==> src/rtl/core/ppsc_pkg.sv <==
`timescale 1ns / 1ps

package ppsc_pkg;

  // Channel count and result budget per input item
  localparam int NUM_CHANNELS = 8;
  localparam int MAX_RES      = 16;
  localparam int PIN_N        = (NUM_CHANNELS < 8) ? NUM_CHANNELS : 8;
  localparam int CNT_W        = $clog2(MAX_RES + 1);

  // Field widths
  localparam int TIME_W = 32;
  localparam int MS_W   = 16;
  localparam int US_W   = 26;
  localparam int CH_W   = 4;
  localparam int PIN_W  = 8;

  localparam int S_TDATA_W = 88;
  localparam int M_TDATA_W = 64;

  localparam logic [MS_W-1:0] DEFAULT_MS = MS_W'(50);

  typedef enum logic [1:0] {
    OP_TICK = 2'd0,
    OP_RATE = 2'd1,
    OP_CFG  = 2'd2
  } ppsc_op_e;

  typedef enum logic [2:0] {
    EV_START     = 3'd0,
    EV_PULSE_END = 3'd1,
    EV_CYCLE_END = 3'd2,
    EV_CMD_OK    = 3'd3,
    EV_CMD_BAD   = 3'd4,
    EV_CFG_OK    = 3'd5,
    EV_CFG_BAD   = 3'd6
  } ppsc_event_e;

  typedef enum logic [1:0] {
    ST_IDLE,
    ST_SCAN,
    ST_CMD,
    ST_FLUSH
  } ppsc_state_e;

  // Captured input item
  typedef struct packed {
    ppsc_op_e          op;
    logic [TIME_W-1:0] now;
    logic [CH_W-1:0]   ch;
    logic [MS_W-1:0]   rate;
    logic [MS_W-1:0]   pulse;
    logic              pg;
    logic [MS_W-1:0]   rec;
    logic              rg;
  } ppsc_item_t;

  // Sequencer to cell row
  typedef struct packed {
    logic       tok_start;
    logic       shift;
    logic       clear;
    logic       commit;
    logic       cmd_sel;
    logic       cmd_we;
    ppsc_item_t itm;
  } ppsc_ctrl_t;

  // Per-cell status, event flags and rate masked by selection
  typedef struct packed {
    logic            tok;
    logic            ev_start;
    logic            ev_pend;
    logic            ev_cend;
    logic            cmd_bad;
    logic            pin_nxt;
    logic [MS_W-1:0] rate;
  } ppsc_cell_out_t;

  // Row summary back to the sequencer
  typedef struct packed {
    logic             tok_last;
    logic             ev_start;
    logic             ev_pend;
    logic             ev_cend;
    logic             cmd_bad;
    logic [CH_W-1:0]  chan;
    logic [MS_W-1:0]  rate;
    logic [PIN_W-1:0] pin_mask;
  } ppsc_sum_t;

  typedef struct packed {
    ppsc_event_e       code;
    logic [CH_W-1:0]   chan;
    logic [MS_W-1:0]   rate;
    logic [TIME_W-1:0] time_us;
    logic [PIN_W-1:0]  pin;
  } ppsc_event_t;

  // Milliseconds to microseconds: x*1000 = x*1024 - x*16 - x*8
  function automatic logic [US_W-1:0] ms_to_us(logic [MS_W-1:0] ms);
    return {ms, 10'b0} - {6'b0, ms, 4'b0} - {7'b0, ms, 3'b0};
  endfunction

endpackage

==> src/rtl/core/ppsc_cell.sv <==
`timescale 1ns / 1ps

module ppsc_cell (
  input  logic                    clk_i,
  input  logic                    rst_ni,
  input  ppsc_pkg::ppsc_ctrl_t    ctrl_i,
  input  logic                    tok_i,
  input  logic                    hit_i,
  output ppsc_pkg::ppsc_cell_out_t stat_o
);
  import ppsc_pkg::*;

  logic              tok_q, tok_d;
  logic              active_q, active_d;
  logic              pin_q, pin_d;
  logic [TIME_W-1:0] start_q, start_d;
  logic [MS_W-1:0]   rate_q, rate_d;
  logic [MS_W-1:0]   pulse_q, pulse_d;
  logic [MS_W-1:0]   rec_q, rec_d;
  logic [US_W-1:0]   rate_us_q, rate_us_d;
  logic [US_W-1:0]   pulse_us_q, pulse_us_d;

  logic [TIME_W-1:0] elapsed;
  logic              rate_reached;
  logic              pulse_reached;
  logic              ev_start;
  logic              ev_pend;
  logic              ev_cend;
  logic              rate_bad;
  logic              pin_new;
  logic              tick_upd;
  logic              cmd_upd;

  // Wrap-safe elapsed time since cycle start
  assign elapsed       = ctrl_i.itm.now - start_q;
  assign rate_reached  = !elapsed[TIME_W-1] && (elapsed >= {6'b0, rate_us_q});
  assign pulse_reached = !elapsed[TIME_W-1] && (elapsed >= {6'b0, pulse_us_q});

  // Evaluate this channel for the current tick
  assign ev_start = !active_q && (rate_q != '0);
  assign ev_cend  = active_q && (rate_q != '0) && rate_reached;
  assign ev_pend  = active_q && pin_q && (ev_cend || pulse_reached);

  // Rate must cover pulse plus recovery unless it stops the channel
  assign rate_bad = (ctrl_i.itm.rate != '0) &&
                    ({1'b0, ctrl_i.itm.rate} < ({1'b0, pulse_q} + {1'b0, rec_q}));

  assign tick_upd = ctrl_i.commit && tok_q;
  assign cmd_upd  = ctrl_i.cmd_we && hit_i;
  assign pin_new  = ev_start ? 1'b1 : (ev_pend ? 1'b0 : pin_q);

  // Token chain: take the neighbor's token on each shift
  always_comb begin
    tok_d = tok_q;
    if (ctrl_i.clear) begin
      tok_d = 1'b0;
    end else if (ctrl_i.shift) begin
      tok_d = tok_i;
    end
  end

  // Channel state update
  always_comb begin
    active_d   = active_q;
    pin_d      = pin_q;
    start_d    = start_q;
    rate_d     = rate_q;
    pulse_d    = pulse_q;
    rec_d      = rec_q;
    rate_us_d  = rate_us_q;
    pulse_us_d = pulse_us_q;
    if (tick_upd) begin
      pin_d = pin_new;
      if (ev_start) begin
        active_d = 1'b1;
        start_d  = ctrl_i.itm.now;
      end else if (ev_cend) begin
        active_d = 1'b0;
      end
    end
    if (cmd_upd) begin
      case (ctrl_i.itm.op)
        OP_RATE: begin
          if (!rate_bad) begin
            rate_d    = ctrl_i.itm.rate;
            rate_us_d = ms_to_us(ctrl_i.itm.rate);
          end
        end
        OP_CFG: begin
          if (ctrl_i.itm.pg && (ctrl_i.itm.pulse != '0)) begin
            pulse_d    = ctrl_i.itm.pulse;
            pulse_us_d = ms_to_us(ctrl_i.itm.pulse);
          end
          if (ctrl_i.itm.rg) begin
            rec_d = ctrl_i.itm.rec;
          end
        end
        default: ;
      endcase
    end
  end

  always_ff @(posedge clk_i or negedge rst_ni) begin
    if (!rst_ni) begin
      tok_q      <= 1'b0;
      active_q   <= 1'b0;
      pin_q      <= 1'b0;
      start_q    <= '0;
      rate_q     <= '0;
      pulse_q    <= DEFAULT_MS;
      rec_q      <= DEFAULT_MS;
      rate_us_q  <= '0;
      pulse_us_q <= ms_to_us(DEFAULT_MS);
    end else begin
      tok_q      <= tok_d;
      active_q   <= active_d;
      pin_q      <= pin_d;
      start_q    <= start_d;
      rate_q     <= rate_d;
      pulse_q    <= pulse_d;
      rec_q      <= rec_d;
      rate_us_q  <= rate_us_d;
      pulse_us_q <= pulse_us_d;
    end
  end

  // Status, masked so the row can be OR-reduced
  always_comb begin
    stat_o.tok      = tok_q;
    stat_o.ev_start = tok_q && ev_start;
    stat_o.ev_pend  = tok_q && ev_pend;
    stat_o.ev_cend  = tok_q && ev_cend;
    stat_o.cmd_bad  = hit_i && rate_bad;
    stat_o.pin_nxt  = tick_upd ? pin_new : pin_q;
    stat_o.rate     = (tok_q || hit_i) ? rate_q : '0;
  end

endmodule

==> src/rtl/core/ppsc_seq.sv <==
`timescale 1ns / 1ps

module ppsc_seq (
  input  logic                                 clk_i,
  input  logic                                 rst_ni,
  input  logic                                 s_axis_tvalid_i,
  output logic                                 s_axis_tready_o,
  input  logic [ppsc_pkg::S_TDATA_W-1:0]       s_axis_tdata_i,
  input  logic [1:0]                           s_axis_tuser_i,
  output logic                                 m_axis_tvalid_o,
  input  logic                                 m_axis_tready_i,
  output logic [ppsc_pkg::M_TDATA_W-1:0]       m_axis_tdata_o,
  output logic [2:0]                           m_axis_tuser_o,
  output logic                                 m_axis_tlast_o,
  input  ppsc_pkg::ppsc_sum_t                  sum_i,
  output ppsc_pkg::ppsc_ctrl_t                 ctrl_o
);
  import ppsc_pkg::*;

  ppsc_state_e state_q, state_d;
  ppsc_item_t  itm_q;
  ppsc_item_t  itm_in;
  logic        second_q, second_d;
  logic [CNT_W-1:0] cnt_q;
  logic        hold_vld_q;
  ppsc_event_t hold_q;
  ppsc_event_t out_q;
  ppsc_event_t ev_new;
  logic        m_vld_q;
  logic        last_q;

  logic        accept;
  logic        out_free;
  logic        hold_ok;
  logic        budget_hit;
  logic        any_ev;
  logic        in_range;
  logic        adv;
  logic        scan_done;
  logic        ev_emit;
  ppsc_event_e ev_code;
  logic        flush_push;
  logic        out_load;

  // Unpack the input transfer
  always_comb begin
    itm_in.op    = ppsc_op_e'(s_axis_tuser_i);
    itm_in.now   = s_axis_tdata_i[31:0];
    itm_in.ch    = s_axis_tdata_i[35:32];
    itm_in.rate  = s_axis_tdata_i[51:36];
    itm_in.pulse = s_axis_tdata_i[67:52];
    itm_in.pg    = s_axis_tdata_i[68];
    itm_in.rec   = s_axis_tdata_i[84:69];
    itm_in.rg    = s_axis_tdata_i[85];
  end

  assign accept     = s_axis_tvalid_i && s_axis_tready_o;
  assign out_free   = !m_vld_q || m_axis_tready_i;
  assign hold_ok    = !hold_vld_q || out_free;
  assign budget_hit = ((CNT_W+1)'(cnt_q) + (CNT_W+1)'(2)) > (CNT_W+1)'(MAX_RES);
  assign any_ev     = sum_i.ev_start || sum_i.ev_pend || sum_i.ev_cend;
  assign in_range   = {1'b0, itm_q.ch} < (CH_W+1)'(NUM_CHANNELS);

  // Next state
  always_comb begin
    state_d = state_q;
    unique case (state_q)
      ST_IDLE: begin
        if (accept) begin
          unique case (itm_in.op)
            OP_TICK: state_d = ST_SCAN;
            OP_RATE,
            OP_CFG:  state_d = ST_CMD;
            default: state_d = ST_IDLE;
          endcase
        end
      end
      ST_SCAN:  if (scan_done) state_d = ST_FLUSH;
      ST_CMD:   state_d = ST_FLUSH;
      ST_FLUSH: if (!hold_vld_q || out_free) state_d = ST_IDLE;
      default:  state_d = ST_IDLE;
    endcase
  end

  // State outputs
  always_comb begin
    s_axis_tready_o = 1'b0;
    ctrl_o.tok_start = 1'b0;
    ctrl_o.clear     = 1'b0;
    ctrl_o.commit    = 1'b0;
    ctrl_o.cmd_sel   = 1'b0;
    ctrl_o.cmd_we    = 1'b0;
    adv        = 1'b0;
    ev_emit    = 1'b0;
    ev_code    = EV_START;
    second_d   = second_q;
    flush_push = 1'b0;
    unique case (state_q)
      ST_IDLE: begin
        s_axis_tready_o  = 1'b1;
        ctrl_o.tok_start = accept && (itm_in.op == OP_TICK);
      end
      ST_SCAN: begin
        if (second_q) begin
          if (hold_ok) begin
            ev_emit  = 1'b1;
            ev_code  = EV_CYCLE_END;
            second_d = 1'b0;
            adv      = 1'b1;
          end
        end else if (budget_hit) begin
          ctrl_o.clear = 1'b1;
        end else if (!any_ev) begin
          adv = 1'b1;
        end else if (hold_ok) begin
          ctrl_o.commit = 1'b1;
          ev_emit       = 1'b1;
          if (sum_i.ev_start) begin
            ev_code = EV_START;
          end else if (sum_i.ev_pend) begin
            ev_code = EV_PULSE_END;
          end else begin
            ev_code = EV_CYCLE_END;
          end
          if (sum_i.ev_pend && sum_i.ev_cend) begin
            second_d = 1'b1;
          end else begin
            adv = 1'b1;
          end
        end
      end
      ST_CMD: begin
        ctrl_o.cmd_sel = 1'b1;
        ctrl_o.cmd_we  = 1'b1;
        ev_emit        = 1'b1;
        if (itm_q.op == OP_RATE) begin
          ev_code = (in_range && !sum_i.cmd_bad) ? EV_CMD_OK : EV_CMD_BAD;
        end else begin
          ev_code = in_range ? EV_CFG_OK : EV_CFG_BAD;
        end
      end
      ST_FLUSH: begin
        flush_push = hold_vld_q && out_free;
      end
      default: ;
    endcase
    ctrl_o.shift = ctrl_o.tok_start || adv;
    ctrl_o.itm   = itm_q;
  end

  assign scan_done = ctrl_o.clear || (adv && sum_i.tok_last);

  // Assemble the new event; pins already reflect this event
  always_comb begin
    ev_new.code    = ev_code;
    ev_new.time_us = itm_q.now;
    ev_new.pin     = sum_i.pin_mask;
    if (state_q == ST_CMD) begin
      ev_new.chan = itm_q.ch;
      ev_new.rate = (ev_code == EV_CMD_OK) ? itm_q.rate : sum_i.rate;
    end else begin
      ev_new.chan = sum_i.chan;
      ev_new.rate = sum_i.rate;
    end
  end

  assign out_load = (ev_emit && hold_vld_q) || flush_push;

  // Control registers
  always_ff @(posedge clk_i or negedge rst_ni) begin
    if (!rst_ni) begin
      state_q    <= ST_IDLE;
      second_q   <= 1'b0;
      cnt_q      <= '0;
      hold_vld_q <= 1'b0;
      m_vld_q    <= 1'b0;
    end else begin
      state_q  <= state_d;
      second_q <= second_d;
      if (accept) begin
        cnt_q <= '0;
      end else if (ev_emit) begin
        cnt_q <= cnt_q + CNT_W'(1);
      end
      if (ev_emit) begin
        hold_vld_q <= 1'b1;
      end else if (flush_push) begin
        hold_vld_q <= 1'b0;
      end
      if (out_load) begin
        m_vld_q <= 1'b1;
      end else if (m_axis_tready_i) begin
        m_vld_q <= 1'b0;
      end
    end
  end

  // Payload registers: item capture, hold slot, output stage
  always_ff @(posedge clk_i) begin
    if (accept) begin
      itm_q <= itm_in;
    end
    if (ev_emit) begin
      hold_q <= ev_new;
    end
    if (out_load) begin
      out_q  <= hold_q;
      last_q <= flush_push;
    end
  end

  assign m_axis_tvalid_o = m_vld_q;
  assign m_axis_tuser_o  = out_q.code;
  assign m_axis_tlast_o  = last_q;
  assign m_axis_tdata_o  = {4'b0, out_q.pin, out_q.time_us, out_q.rate, out_q.chan};

  // The pending cycle end only exists mid-scan
  a_second_in_scan: assert property (@(posedge clk_i) disable iff (!rst_ni)
    second_q |-> (state_q == ST_SCAN))
    else $error("pending cycle end outside scan");

  // The hold slot is empty whenever the sequencer idles: an item's last result has moved to the output stage
  a_idle_hold_empty: assert property (@(posedge clk_i) disable iff (!rst_ni)
    (state_q == ST_IDLE) |-> !hold_vld_q)
    else $error("hold slot occupied while idle");

  // Pushing the hold slot never overwrites an untaken result
  a_push_free: assert property (@(posedge clk_i) disable iff (!rst_ni)
    out_load |-> out_free)
    else $error("output stage overwritten");

  // Result count stays within budget
  a_budget: assert property (@(posedge clk_i) disable iff (!rst_ni)
    (CNT_W+1)'(cnt_q) <= (CNT_W+1)'(MAX_RES))
    else $error("result budget exceeded");

endmodule

==> src/rtl/core/pump_pulse_scheduler_core.sv <==
`timescale 1ns / 1ps
// Flow: a command or configuration transfer is captured, evaluated into the hold slot and then
// moved to the output stage as its one result. No new item is accepted until the last is done;
// a tick walks the scan token down the cell row one channel at a time, takes an extra step for
// a channel whose pulse and cycle end together, and stalls while the output is held off.
// Reset: rst_ni async active low; all channels idle with pins low, rate 0, pulse and
// recovery 50 ms; no result pending.

module pump_pulse_scheduler_core (
  input  logic                           clk_i,
  input  logic                           rst_ni,
  input  logic                           s_axis_tvalid_i,
  output logic                           s_axis_tready_o,
  // now_us, channel, new_rate_ms, new_pulse_ms, pulse_given, new_recovery_ms,
  // recovery_given, zero pad
  input  logic [ppsc_pkg::S_TDATA_W-1:0] s_axis_tdata_i,
  // opcode
  input  logic [1:0]                     s_axis_tuser_i,
  output logic                           m_axis_tvalid_o,
  input  logic                           m_axis_tready_i,
  // event_channel, event_rate_ms, event_time_us, pin_mask, zero pad
  output logic [ppsc_pkg::M_TDATA_W-1:0] m_axis_tdata_o,
  // event_res
  output logic [2:0]                     m_axis_tuser_o,
  output logic                           m_axis_tlast_o
);
  import ppsc_pkg::*;

  ppsc_ctrl_t     ctrl;
  ppsc_sum_t      sum;
  ppsc_cell_out_t cell_stat [NUM_CHANNELS];
  logic [NUM_CHANNELS-1:0] tok_in;
  logic [NUM_CHANNELS-1:0] hit;
  logic [NUM_CHANNELS-1:0] tok_vec;

  ppsc_seq u_seq (
    .clk_i           (clk_i),
    .rst_ni          (rst_ni),
    .s_axis_tvalid_i (s_axis_tvalid_i),
    .s_axis_tready_o (s_axis_tready_o),
    .s_axis_tdata_i  (s_axis_tdata_i),
    .s_axis_tuser_i  (s_axis_tuser_i),
    .m_axis_tvalid_o (m_axis_tvalid_o),
    .m_axis_tready_i (m_axis_tready_i),
    .m_axis_tdata_o  (m_axis_tdata_o),
    .m_axis_tuser_o  (m_axis_tuser_o),
    .m_axis_tlast_o  (m_axis_tlast_o),
    .sum_i           (sum),
    .ctrl_o          (ctrl)
  );

  // Row of channel cells; the scan token walks from channel 0 upward
  for (genvar g = 0; g < NUM_CHANNELS; g++) begin : g_cell
    if (g == 0) begin : g_head
      assign tok_in[g] = ctrl.tok_start;
    end else begin : g_link
      assign tok_in[g] = cell_stat[g-1].tok;
    end
    assign hit[g]     = ctrl.cmd_sel && (ctrl.itm.ch == CH_W'(g));
    assign tok_vec[g] = cell_stat[g].tok;

    ppsc_cell u_cell (
      .clk_i  (clk_i),
      .rst_ni (rst_ni),
      .ctrl_i (ctrl),
      .tok_i  (tok_in[g]),
      .hit_i  (hit[g]),
      .stat_o (cell_stat[g])
    );
  end

  // Reduce the row status for the sequencer
  always_comb begin
    sum          = '0;
    sum.tok_last = cell_stat[NUM_CHANNELS-1].tok;
    for (int i = 0; i < NUM_CHANNELS; i++) begin
      sum.ev_start = sum.ev_start | cell_stat[i].ev_start;
      sum.ev_pend  = sum.ev_pend  | cell_stat[i].ev_pend;
      sum.ev_cend  = sum.ev_cend  | cell_stat[i].ev_cend;
      sum.cmd_bad  = sum.cmd_bad  | cell_stat[i].cmd_bad;
      sum.rate     = sum.rate     | cell_stat[i].rate;
      if (cell_stat[i].tok) begin
        sum.chan = sum.chan | CH_W'(i);
      end
    end
    for (int i = 0; i < PIN_N; i++) begin
      sum.pin_mask[i] = cell_stat[i].pin_nxt;
    end
  end

  // At most one channel holds the scan token
  a_token_onehot: assert property (@(posedge clk_i) disable iff (!rst_ni)
    $onehot0(tok_vec))
    else $error("scan token duplicated");

endmodule

==> config.mk <==
export PLATFORM = sky130hd
export DESIGN_NAME = pump_pulse_scheduler_core
export DESIGN_NICKNAME = d
export VERILOG_FILES = /design/src/rtl/core/ppsc_pkg.sv /design/src/rtl/core/ppsc_cell.sv /design/src/rtl/core/ppsc_seq.sv /design/src/rtl/core/pump_pulse_scheduler_core.sv
export SDC_FILE = /design/constraint.sdc
export NUM_CORES = 2
export LEC_CHECK = 0
export BUFFER_PORTS_ARGS = -buffer_cell sky130_fd_sc_hd__buf_2
export CAP_MARGIN = 25
export CELL_PAD_IN_SITES_DETAIL_PLACEMENT = 0
export CELL_PAD_IN_SITES_GLOBAL_PLACEMENT = 1
export CORE_ASPECT_RATIO = 0.6
export CORE_MARGIN = 8
export CORE_UTILIZATION = 39
export DETAILED_ROUTE_END_ITERATION = 8
export PLACE_DENSITY = 0.71
export SLEW_MARGIN = 20
export SYNTH_ARGS = -nofsm -noshare
export SYNTH_HDL_FRONTEND = slang
export SYNTH_SLANG_ARGS = --single-unit
==> constraint.sdc <==
create_clock -name clk_i -period 28.8 [get_ports clk_i]
set_clock_uncertainty 0.1 [all_clocks]
set_input_delay 0 -clock clk_i [delete_from_list [all_inputs] [get_ports clk_i]]
set_output_delay 0 -clock clk_i [all_outputs]
set_load 0.03 [all_outputs]
* Word-level counts from Yosys, hierarchy flattened
Index checks and enable logic that the tools add are counted.
W data, S select, Z words.
** Storage, ports and cells
- Register bits after elaboration :: 1305
- Latch bits :: 0
- Memory bits (writable) :: 0
- Memory bits (read-only) :: 0
- Input bits :: 94
- Output and inout bits :: 70
- Word-level logic and storage cells :: 561
- Memories :: 0
** Cells by class
- Add/sub/neg operators :: 22
- Multiply operators :: 0
- Div/mod/pow operators :: 0
- Magnitude comparators :: 26
- Equality and inequality tests :: 18
- Shifts and indexed selects :: 0
- Muxes and demuxes :: 119
- Bitwise gates (word level) :: 43
- Reductions and logical operators :: 237
** Operator list (number)
- $ge A32 B26 Y1 :: 16
- $sub A32 B32 Y32 :: 8
- $reduce_bool A16 Y1 :: 10
- $mux W16 :: 9
- $add A16 B16 Y17 :: 8
- $lt A16 B17 Y1 :: 8
- $logic_and A1 B1 Y1 :: 128
- $or A16 B16 Y16 :: 7
- $mux W1 :: 81
- $reduce_and A3 Y1 :: 25
- $sub A26 B19 Y26 :: 2
- $sub A26 B20 Y26 :: 2
- $mux W3 :: 11
- $reduce_and A2 Y1 :: 16
- $or A1 B1 Y1 :: 28
- $reduce_bool A2 Y1 :: 12
- $logic_or A1 B1 Y1 :: 23
- $mux W2 :: 11
- $mux W20 :: 1
- $logic_not A1 Y1 :: 19
- $eq A4 B3 Y1 const B :: 4
- $mux W5 :: 2
- $eq A2 B2 Y1 const B :: 4
- $eq A4 B2 Y1 const B :: 2
- other kinds (16) :: 28

* Logic depth before layout (Yosys ltp)
- Depth after elaboration :: 25
- Mapped depth :: 34

* Modules after synthesis
A second synthesis with hierarchy kept.
** Second synthesis, totals
- Cells, all modules :: 10596
- Area total of the unflattened synthesis :: 100919.3 sq um
** Modules (own cells, without submodules)
- ppsc_cell (g_cell[3].u_cell ...) :: instances 3, cells each 1257, area an instance 11528.6 sq um, sequential area each 3193.1 sq um
- ppsc_cell (g_cell[2].u_cell) :: instances 1, cells each 1260, area an instance 11695.0 sq um, sequential area each 3193.1 sq um
- ppsc_cell (g_cell[0].u_cell) :: instances 1, cells each 1342, area an instance 11653.7 sq um, sequential area each 3193.1 sq um
- ppsc_cell (g_cell[6].u_cell) :: instances 1, cells each 1255, area an instance 11611.1 sq um, sequential area each 3193.1 sq um
- ppsc_cell (g_cell[7].u_cell) :: instances 1, cells each 1263, area an instance 11518.5 sq um, sequential area each 3193.1 sq um
- ppsc_cell (g_cell[1].u_cell) :: instances 1, cells each 1231, area an instance 11437.2 sq um, sequential area each 3193.1 sq um
- ppsc_seq :: instances 1, cells each 397, area an instance 7993.9 sq um, sequential area each 6706.4 sq um
- pump_pulse_scheduler_core :: instances 1, cells each 77, area an instance 424.2 sq um, sequential area each 0.0 sq um

* Worst setup path after synthesis
OpenSTA, ideal clock, no wires.
- Kind :: reg2reg
- Start :: reg u_seq.itm_q, in the netlist u_seq.ctrl_o[58]
- End :: reg u_seq.out_q, in the netlist u_seq.m_axis_tdata_o[0] (enable)
- Arrival time :: 8.492 ns
- Required time :: 28.170 ns
- Slack :: 19.679 ns
- Cell stages (with the launch flop) :: 29
- Path through :: edfxtp_1 -> ha_1 -> a21oi_1 -> nor3b_1 -> o311a_1 -> a21oi_1 -> a41o_1 -> a21o_1 -> nand2_1 -> a21boi_0 -> o21ai_0 -> a21boi_0 -> o21ai_0 -> nand2b_1 -> xor2_1 -> ha_1 -> or4_1 -> a221oi_1 -> o21ai_0 -> a2111oi_0 -> a31oi_1 -> nor4_1 -> o311ai_1 -> or4b_1 -> nand2b_1 -> buf_6 -> o31ai_2 -> nand2_1 -> a21o_1
** Between the ends
- Longest elaborated chain between the ends :: 22
** Ends and longest elaborated chain
- start: declaration :: RTL line ppsc_seq.sv:21 : ppsc_item_t itm_q;
- start signal: assignment :: RTL line ppsc_seq.sv:201 : itm_q <= itm_in;
- $sub A32 B32 Y32 :: RTL line ppsc_cell.sv:35 : assign elapsed = ctrl_i.itm.now - start_q;
- $ge A32 B26 Y1 / $logic_not A1 Y1 (equally long branches) :: RTL line ppsc_cell.sv:36, ppsc_cell.sv:37
- $logic_and A1 B1 Y1 :: RTL line ppsc_cell.sv:36 : assign rate_reached = !elapsed[TIME_W-1] && (elapsed >= {6'b0, rate_us_q});
- $logic_and A1 B1 Y1 :: RTL line ppsc_cell.sv:41 : assign ev_cend = active_q && (rate_q != '0) && rate_reached;
- $logic_or A1 B1 Y1 :: RTL line ppsc_cell.sv:42 : assign ev_pend = active_q && pin_q && (ev_cend || pulse_reached);
- $logic_and A1 B1 Y1 :: RTL line ppsc_cell.sv:42
- $logic_and A1 B1 Y1 :: RTL line ppsc_cell.sv:131 : stat_o.ev_pend = tok_q && ev_pend;
- $or A1 B1 Y1 (7 in a row) :: RTL line pump_pulse_scheduler_core.sv:78 : sum.ev_pend = sum.ev_pend | cell_stat[i].ev_pend;
- (+2 left out)
- $mux W1 (*) :: RTL line ppsc_seq.sv:113 : end else if (!any_ev) begin
- $mux W1 (*) :: RTL line ppsc_seq.sv:111 : end else if (budget_hit) begin
- $mux W1 (*) :: RTL line ppsc_seq.sv:104 : if (second_q) begin
- $pmux W1 S2 (*) :: RTL line ppsc_seq.sv:98 : unique case (state_q)
- net u_seq.ev_emit :: RTL line ppsc_seq.sv:40 : logic ev_emit;
- $logic_and A1 B1 Y1 (*) :: RTL line ppsc_seq.sv:167 : assign out_load = (ev_emit && hold_vld_q) || flush_push;
- $logic_or A1 B1 Y1 (*) :: RTL line ppsc_seq.sv:167
- net u_seq.out_load :: RTL line ppsc_seq.sv:43 : logic out_load;
- end signal: assignment :: RTL line ppsc_seq.sv:207 : out_q <= hold_q;
- end: declaration :: RTL line ppsc_seq.sv:27 : ppsc_event_t out_q;
Mark *: on every way through the listed nets, which the timed path passes. The rest lies on a longest branch.
A chain may end at the register's enable or synchronous reset.

* Worst setup path in the final report
- Start :: reg u_seq.itm_q, in the netlist u_seq.ctrl_o[55]
- End :: reg u_seq.out_q, in the netlist u_seq.m_axis_tdata_o[57] (enable)
Same word-level chain as after synthesis.

==> impl_results.html <==
<table>
<tr><th>Metric</th><th>Value</th></tr>
<tr><th colspan="2">Cells and area</th></tr>
<tr><td>Nets</td><td>approximately 9.6k</td></tr>
<tr><td>Area used by multi-input combinational logic</td><td>~44000 um^2</td></tr>
<tr><td>Count of non-filler cells in the finished layout</td><td>roughly 11k</td></tr>
<tr><td>Total non-filler cell area in the finished layout</td><td>between 90000 and 100000 um^2</td></tr>
<tr><td>Storage cell area</td><td>between 30000 and 40000 um^2</td></tr>
<tr><td>Layout-stage area growth over the synthesis result</td><td>14.5%</td></tr>
<tr><td>Share of post-route cells with drive strength above 1</td><td>0.140</td></tr>
<tr><td>Count of filler cells inserted in the layout</td><td>between 15k and 20k</td></tr>
<tr><th colspan="2">Clocking</th></tr>
<tr><td>Clock buffer count from CTS</td><td>about 140</td></tr>
<tr><td>Buffers inserted during post-CTS setup optimization</td><td>0</td></tr>
<tr><td>Post-cts repair resize count</td><td>0</td></tr>
<tr><td>Clock tree from TritonCTS</td><td>yes</td></tr>
<tr><td>Clk buf depth</td><td>4</td></tr>
<tr><td>Number of buffers inserted by hold repair at cts</td><td>around 180</td></tr>
<tr><td>Insertion delay of the later-clocked pin in the worst-skew pair</td><td>slightly above 800 ps</td></tr>
<tr><td>Root buf cell</td><td>sky130_fd_sc_hd__clkbuf_16</td></tr>
<tr><td>Number of sinks handled by clock tree synthesis</td><td>between 1k and 1.5k</td></tr>
<tr><td>Clock-pin slew on the worst setup and hold paths</td><td>roughly 60 ps</td></tr>
<tr><td>Clock H-tree levels</td><td>4</td></tr>
<tr><th colspan="2">GRT</th></tr>
<tr><td>Pin count of the biggest net entering global routing</td><td>152</td></tr>
<tr><td>Total track usage</td><td>0.244</td></tr>
<tr><td>First-pass GRT wire length</td><td>406000 um</td></tr>
<tr><td>Residual overflow from global routing</td><td>0</td></tr>
<tr><td>Via count of the first global-routing pass</td><td>between 60k and 70k</td></tr>
<tr><td>Number of antenna violations at the first check in global routing</td><td>51</td></tr>
<tr><th colspan="2">Floorplan</th></tr>
<tr><td>Core region area</td><td>just over 200000 um^2</td></tr>
<tr><td>Die area</td><td>between 200000 and 250000 um^2</td></tr>
<tr><td>Number of rows created at floorplan</td><td>128</td></tr>
<tr><td>Initial core utilization</td><td>0.393</td></tr>
<tr><td>Height of the die</td><td>~370 um</td></tr>
<tr><td>Die width</td><td>about 600 um</td></tr>
<tr><td>I/O pins</td><td>about 160</td></tr>
<tr><th colspan="2">Timing</th></tr>
<tr><td>Minimum hold slack</td><td>231 ps</td></tr>
<tr><td>Final-report setup violation count</td><td>0</td></tr>
<tr><td>Setup slack after layout</td><td>around 18000 ps</td></tr>
<tr><td>Number of failing hold endpoints at the final stage</td><td>0</td></tr>
<tr><td>Slew Limit Headroom</td><td>0.230</td></tr>
<tr><td>Count of final max-slew check failures</td><td>0</td></tr>
<tr><td>Post-route minimum period</td><td>roughly 11000 ps</td></tr>
<tr><td>Slew at the pin closest to its max-slew limit</td><td>roughly 1100 ps</td></tr>
<tr><td>Setup tns final</td><td>0 ps</td></tr>
<tr><td>Achievable clock frequency</td><td>90.8 MHz</td></tr>
<tr><td>RSZ-0062 raised after global routing</td><td>false</td></tr>
<tr><td>Final period util</td><td>0.383</td></tr>
<tr><th colspan="2">Synthesis</th></tr>
<tr><td>Synth area leaders</td><td>sky130_fd_sc_hd__dfrtp_1 (29%), sky130_fd_sc_hd__ha_1 (15%), sky130_fd_sc_hd__edfxtp_1 (8.1%)</td></tr>
<tr><td>Post-synth EDFFs</td><td>215</td></tr>
<tr><td>Number of warnings issued by yosys</td><td>0</td></tr>
<tr><td>Average cell area after synthesis</td><td>9.79 um^2</td></tr>
<tr><td>Largest area contributor in the synthesized netlist</td><td>sky130_fd_sc_hd__dfrtp_1</td></tr>
<tr><td>Register bit count reported by yosys</td><td>~1.2k</td></tr>
<tr><td>Proportion of synthesized chip area in sequential cells</td><td>0.405</td></tr>
<tr><td>Share of the synthesized area in the top cell type</td><td>0.292</td></tr>
<tr><td>Synth async-reset ratio</td><td>0.827</td></tr>
<tr><td>Synth Flop Type</td><td>sky130_fd_sc_hd__dfrtp_1</td></tr>
<tr><td>Gate Count Post-Synth</td><td>roughly 8.1k</td></tr>
<tr><td>Netlist area before placement</td><td>79700 um^2</td></tr>
<tr><td>Post-synthesis cell type count</td><td>97</td></tr>
<tr><th colspan="2">Detailed routing</th></tr>
<tr><td>Final antenna-violating net count</td><td>0</td></tr>
<tr><td>Total wirelength of the detailed-routed design</td><td>approximately 280000 um</td></tr>
<tr><td>Remaining DRCs</td><td>0</td></tr>
<tr><td>Per-cell routed wire length</td><td>around 24 um</td></tr>
<tr><td>Via-per-instance ratio</td><td>approximately 5.6</td></tr>
<tr><td>Iteration-0 DRC Markers</td><td>about 6.3k</td></tr>
<tr><td>Total number of vias</td><td>between 60k and 70k</td></tr>
<tr><td>Number of detailed-route iterations in the first pass</td><td>5</td></tr>
<tr><th colspan="2">Power and ir drop</th></tr>
<tr><td>Peak supply drop</td><td>approximately 0.077 mV</td></tr>
<tr><td>Ratio of total power to cell area</td><td>around 100 nW/um^2</td></tr>
<tr><td>Static Leak</td><td>between 40 and 50 nW</td></tr>
<tr><th colspan="2">Worst setup path</th></tr>
<tr><td>Worst setup EP type</td><td>flip-flop</td></tr>
<tr><td>Library cell contributing the largest single delay on the critical path</td><td>sky130_fd_sc_hd__a211oi_1</td></tr>
<tr><td>Category of the critical setup timing path</td><td>flip-flop to flip-flop</td></tr>
<tr><td>Max Fanout on Critical Path</td><td>39</td></tr>
<tr><td>Largest stage delay on the critical path</td><td>approximately 760 ps</td></tr>
<tr><td>Worst endpoint required time</td><td>about 30000 ps</td></tr>
<tr><td>Crit path arrival time</td><td>~11000 ps</td></tr>
<tr><td>Most frequent cell on the critical path</td><td>sky130_fd_sc_hd__buf_4</td></tr>
<tr><td>Startpoint class of the critical path</td><td>flip-flop</td></tr>
<tr><th colspan="2">Place</th></tr>
<tr><td>Routability congestion estimate from global placement</td><td>approximately 0.94</td></tr>
<tr><td>Placed instance area</td><td>between 80000 and 90000 um^2</td></tr>
<tr><td>Half-perimeter wire length of the detailed placement result</td><td>between 200000 and 250000 um</td></tr>
<tr><td>Post-place setup slack</td><td>between 15000 and 20000 ps</td></tr>
<tr><td>Buffers on Ports</td><td>approximately 160</td></tr>
<tr><td>DP Cell Count</td><td>~11k</td></tr>
<tr><th colspan="2">Min path</th></tr>
<tr><td>Class of the tightest hold or removal check</td><td>input pin to flip-flop</td></tr>
<tr><th colspan="2">Run</th></tr>
<tr><td>Max-cap violation count</td><td>0</td></tr>
<tr><th colspan="2">Status</th></tr>
<tr><td>Status</td><td>finished clean</td></tr>
</table>
-- final cells by class --
class,count,share of cell area
diodes,6,0.000165
clock buffers,188,0.0439
clock inverters,62,0.00776
inverters,773,0.0319
multi-input cells,5900,0.482
flip-flops and latches,1241,0.353
well taps,2730,0.0374
repair buffers,495,0.0430
-- sequential cells by signal, summed over array words and instances, names as in the netlist, 60 cells and up --
name	count
g_cell.u_cell.pulse_q	120
g_cell.u_cell.pulse_us_q	184
g_cell.u_cell.rate_q	120
g_cell.u_cell.rate_us_q	184
g_cell.u_cell.rec_q	128
g_cell.u_cell.start_q	256
u_seq.ctrl_o	88
u_seq.hold_q	63
u_seq.m_axis_tdata_o	60
-- metrics by stage --
step	utilization	power [mW]
final	0.449	9.08
after detailed placement	0.416	7.08
after global routing	0.449	9.70
after floorplan	-	5.29
after global placement	0.416	6.95
after CTS	0.449	9.06
-- power by group --
part / switching (mW) / internal, mW / total (mW)
Clock: 0.804 / 1.11 / 1.91
Combinational: 2.99 / 1.63 / 4.61
Sequential: 0.272 / 2.28 / 2.56
-- layer usage --
layer  share of wire  vias up  wire [um]  track usage
met1            0.51    31600     140000        0.398
met4           0.025        2       6850       0.0557
met2            0.37     2396     103000        0.324
met5        0.000047        -         13            0
met3           0.095      336      26100       0.0473
li1                -    29900          -            -
-- path summary, 6_finish.rpt --
| path | from | cells after the start | end | slack, ps |
|---|---|---|---|---|
| worst max-delay path | u_seq.ctrl_o[55] | 32 | u_seq.m_axis_tdata_o[57] | 17780 |
| worst min-delay path | s_axis_tvalid_i | 5 | g_cell[0].u_cell.tok_q | 230 |
| worst max register to register | u_seq.ctrl_o[55] | 32 | u_seq.m_axis_tdata_o[57] | 17780 |
| worst min register to register | u_seq.hold_q[55] | 0 | u_seq.m_axis_tdata_o[19] | 320 |
| max in group asynchronous | rst_ni | 9 | g_cell[3].u_cell.start_q[24] | 24470 |
| min in group asynchronous | rst_ni | 3 | g_cell[5].u_cell.pulse_us_q[9] | 290 |
-- cells by family (layout without fill, tap and decap cells) --
kind of cell,Yosys count,after routing,share of synthesized area
AND/OR/NAND/NOR,1883,1883,0.110
other,1,10,0.0000470
adder cells (fa/ha/maj),972,972,0.156
AO/OA/AOI/OAI,2163,2163,0.167
flip-flops,1241,1241,0.405
buffers and inverters,1003,1518,0.0494
XOR/XNOR,353,353,0.0388
multiplexers,525,525,0.0742
-- cells in the final DEF, fill, tap and decap left out, types with 34 or more instances in the layout --
cell type,synthesis,routed
sky130_fd_sc_hd__ha_1,938,938
sky130_fd_sc_hd__dfrtp_1,930,930
sky130_fd_sc_hd__nand2_1,787,779
sky130_fd_sc_hd__inv_1,770,769
sky130_fd_sc_hd__o21ai_0,754,754
sky130_fd_sc_hd__a21oi_1,546,546
sky130_fd_sc_hd__mux2_2,453,453
sky130_fd_sc_hd__nor2_1,329,326
sky130_fd_sc_hd__edfxtp_1,215,215
sky130_fd_sc_hd__xnor2_1,224,196
sky130_fd_sc_hd__dlygate4sd3_1,0,181
sky130_fd_sc_hd__a21o_1,180,179
sky130_fd_sc_hd__buf_2,4,157
sky130_fd_sc_hd__nand3_1,156,153
sky130_fd_sc_hd__clkbuf_16,0,149
sky130_fd_sc_hd__buf_4,23,139
sky130_fd_sc_hd__xor2_1,129,117
sky130_fd_sc_hd__nor3_1,110,105
sky130_fd_sc_hd__dfstp_2,96,96
sky130_fd_sc_hd__nand2b_1,96,95
sky130_fd_sc_hd__o21a_1,94,94
sky130_fd_sc_hd__nand4_1,93,93
sky130_fd_sc_hd__o21bai_1,66,66
sky130_fd_sc_hd__o211ai_1,61,61
sky130_fd_sc_hd__nor4_1,60,58
sky130_fd_sc_hd__nor2b_1,56,56
sky130_fd_sc_hd__a211oi_1,56,55
sky130_fd_sc_hd__mux2_1,49,49
sky130_fd_sc_hd__a31oi_1,45,45
sky130_fd_sc_hd__and3_1,42,42
sky130_fd_sc_hd__a22oi_1,38,38
sky130_fd_sc_hd__o31ai_1,35,35
sky130_fd_sc_hd__and2_1,34,34
sky130_fd_sc_hd__fa_1,34,34
-- synthesized netlist by cell type (66+ instances only) --
| master | n |
|---|---|
| sky130_fd_sc_hd__dfrtp_1 | 930 |
| sky130_fd_sc_hd__clkbuf_1 | 192 |
| sky130_fd_sc_hd__a21o_1 | 180 |
| sky130_fd_sc_hd__nand3_1 | 156 |
| sky130_fd_sc_hd__mux2_2 | 453 |
| sky130_fd_sc_hd__xnor2_1 | 224 |
| sky130_fd_sc_hd__a21oi_1 | 546 |
| sky130_fd_sc_hd__nand4_1 | 93 |
| sky130_fd_sc_hd__xor2_1 | 129 |
| sky130_fd_sc_hd__o21ai_0 | 754 |
| sky130_fd_sc_hd__nand2b_1 | 96 |
| sky130_fd_sc_hd__o21bai_1 | 66 |
| sky130_fd_sc_hd__edfxtp_1 | 215 |
| sky130_fd_sc_hd__nor2_1 | 329 |
| sky130_fd_sc_hd__ha_1 | 938 |
| sky130_fd_sc_hd__dfstp_2 | 96 |
| sky130_fd_sc_hd__nor3_1 | 110 |
| sky130_fd_sc_hd__o21a_1 | 94 |
| sky130_fd_sc_hd__inv_1 | 770 |
| sky130_fd_sc_hd__nand2_1 | 787 |
-- worst max-delay path: cells and delay by family, from the launching register on --
kind / cells / cell delay (ps)
flip-flops: 1 / 680
buffers and inverters: 4 / 1290
AO/OA/AOI/OAI: 16 / 5040
AND/OR/NAND/NOR: 9 / 2650
XOR/XNOR: 1 / 100
adder cells (fa/ha/maj): 2 / 650
Power figures use the tool's default switching activity.
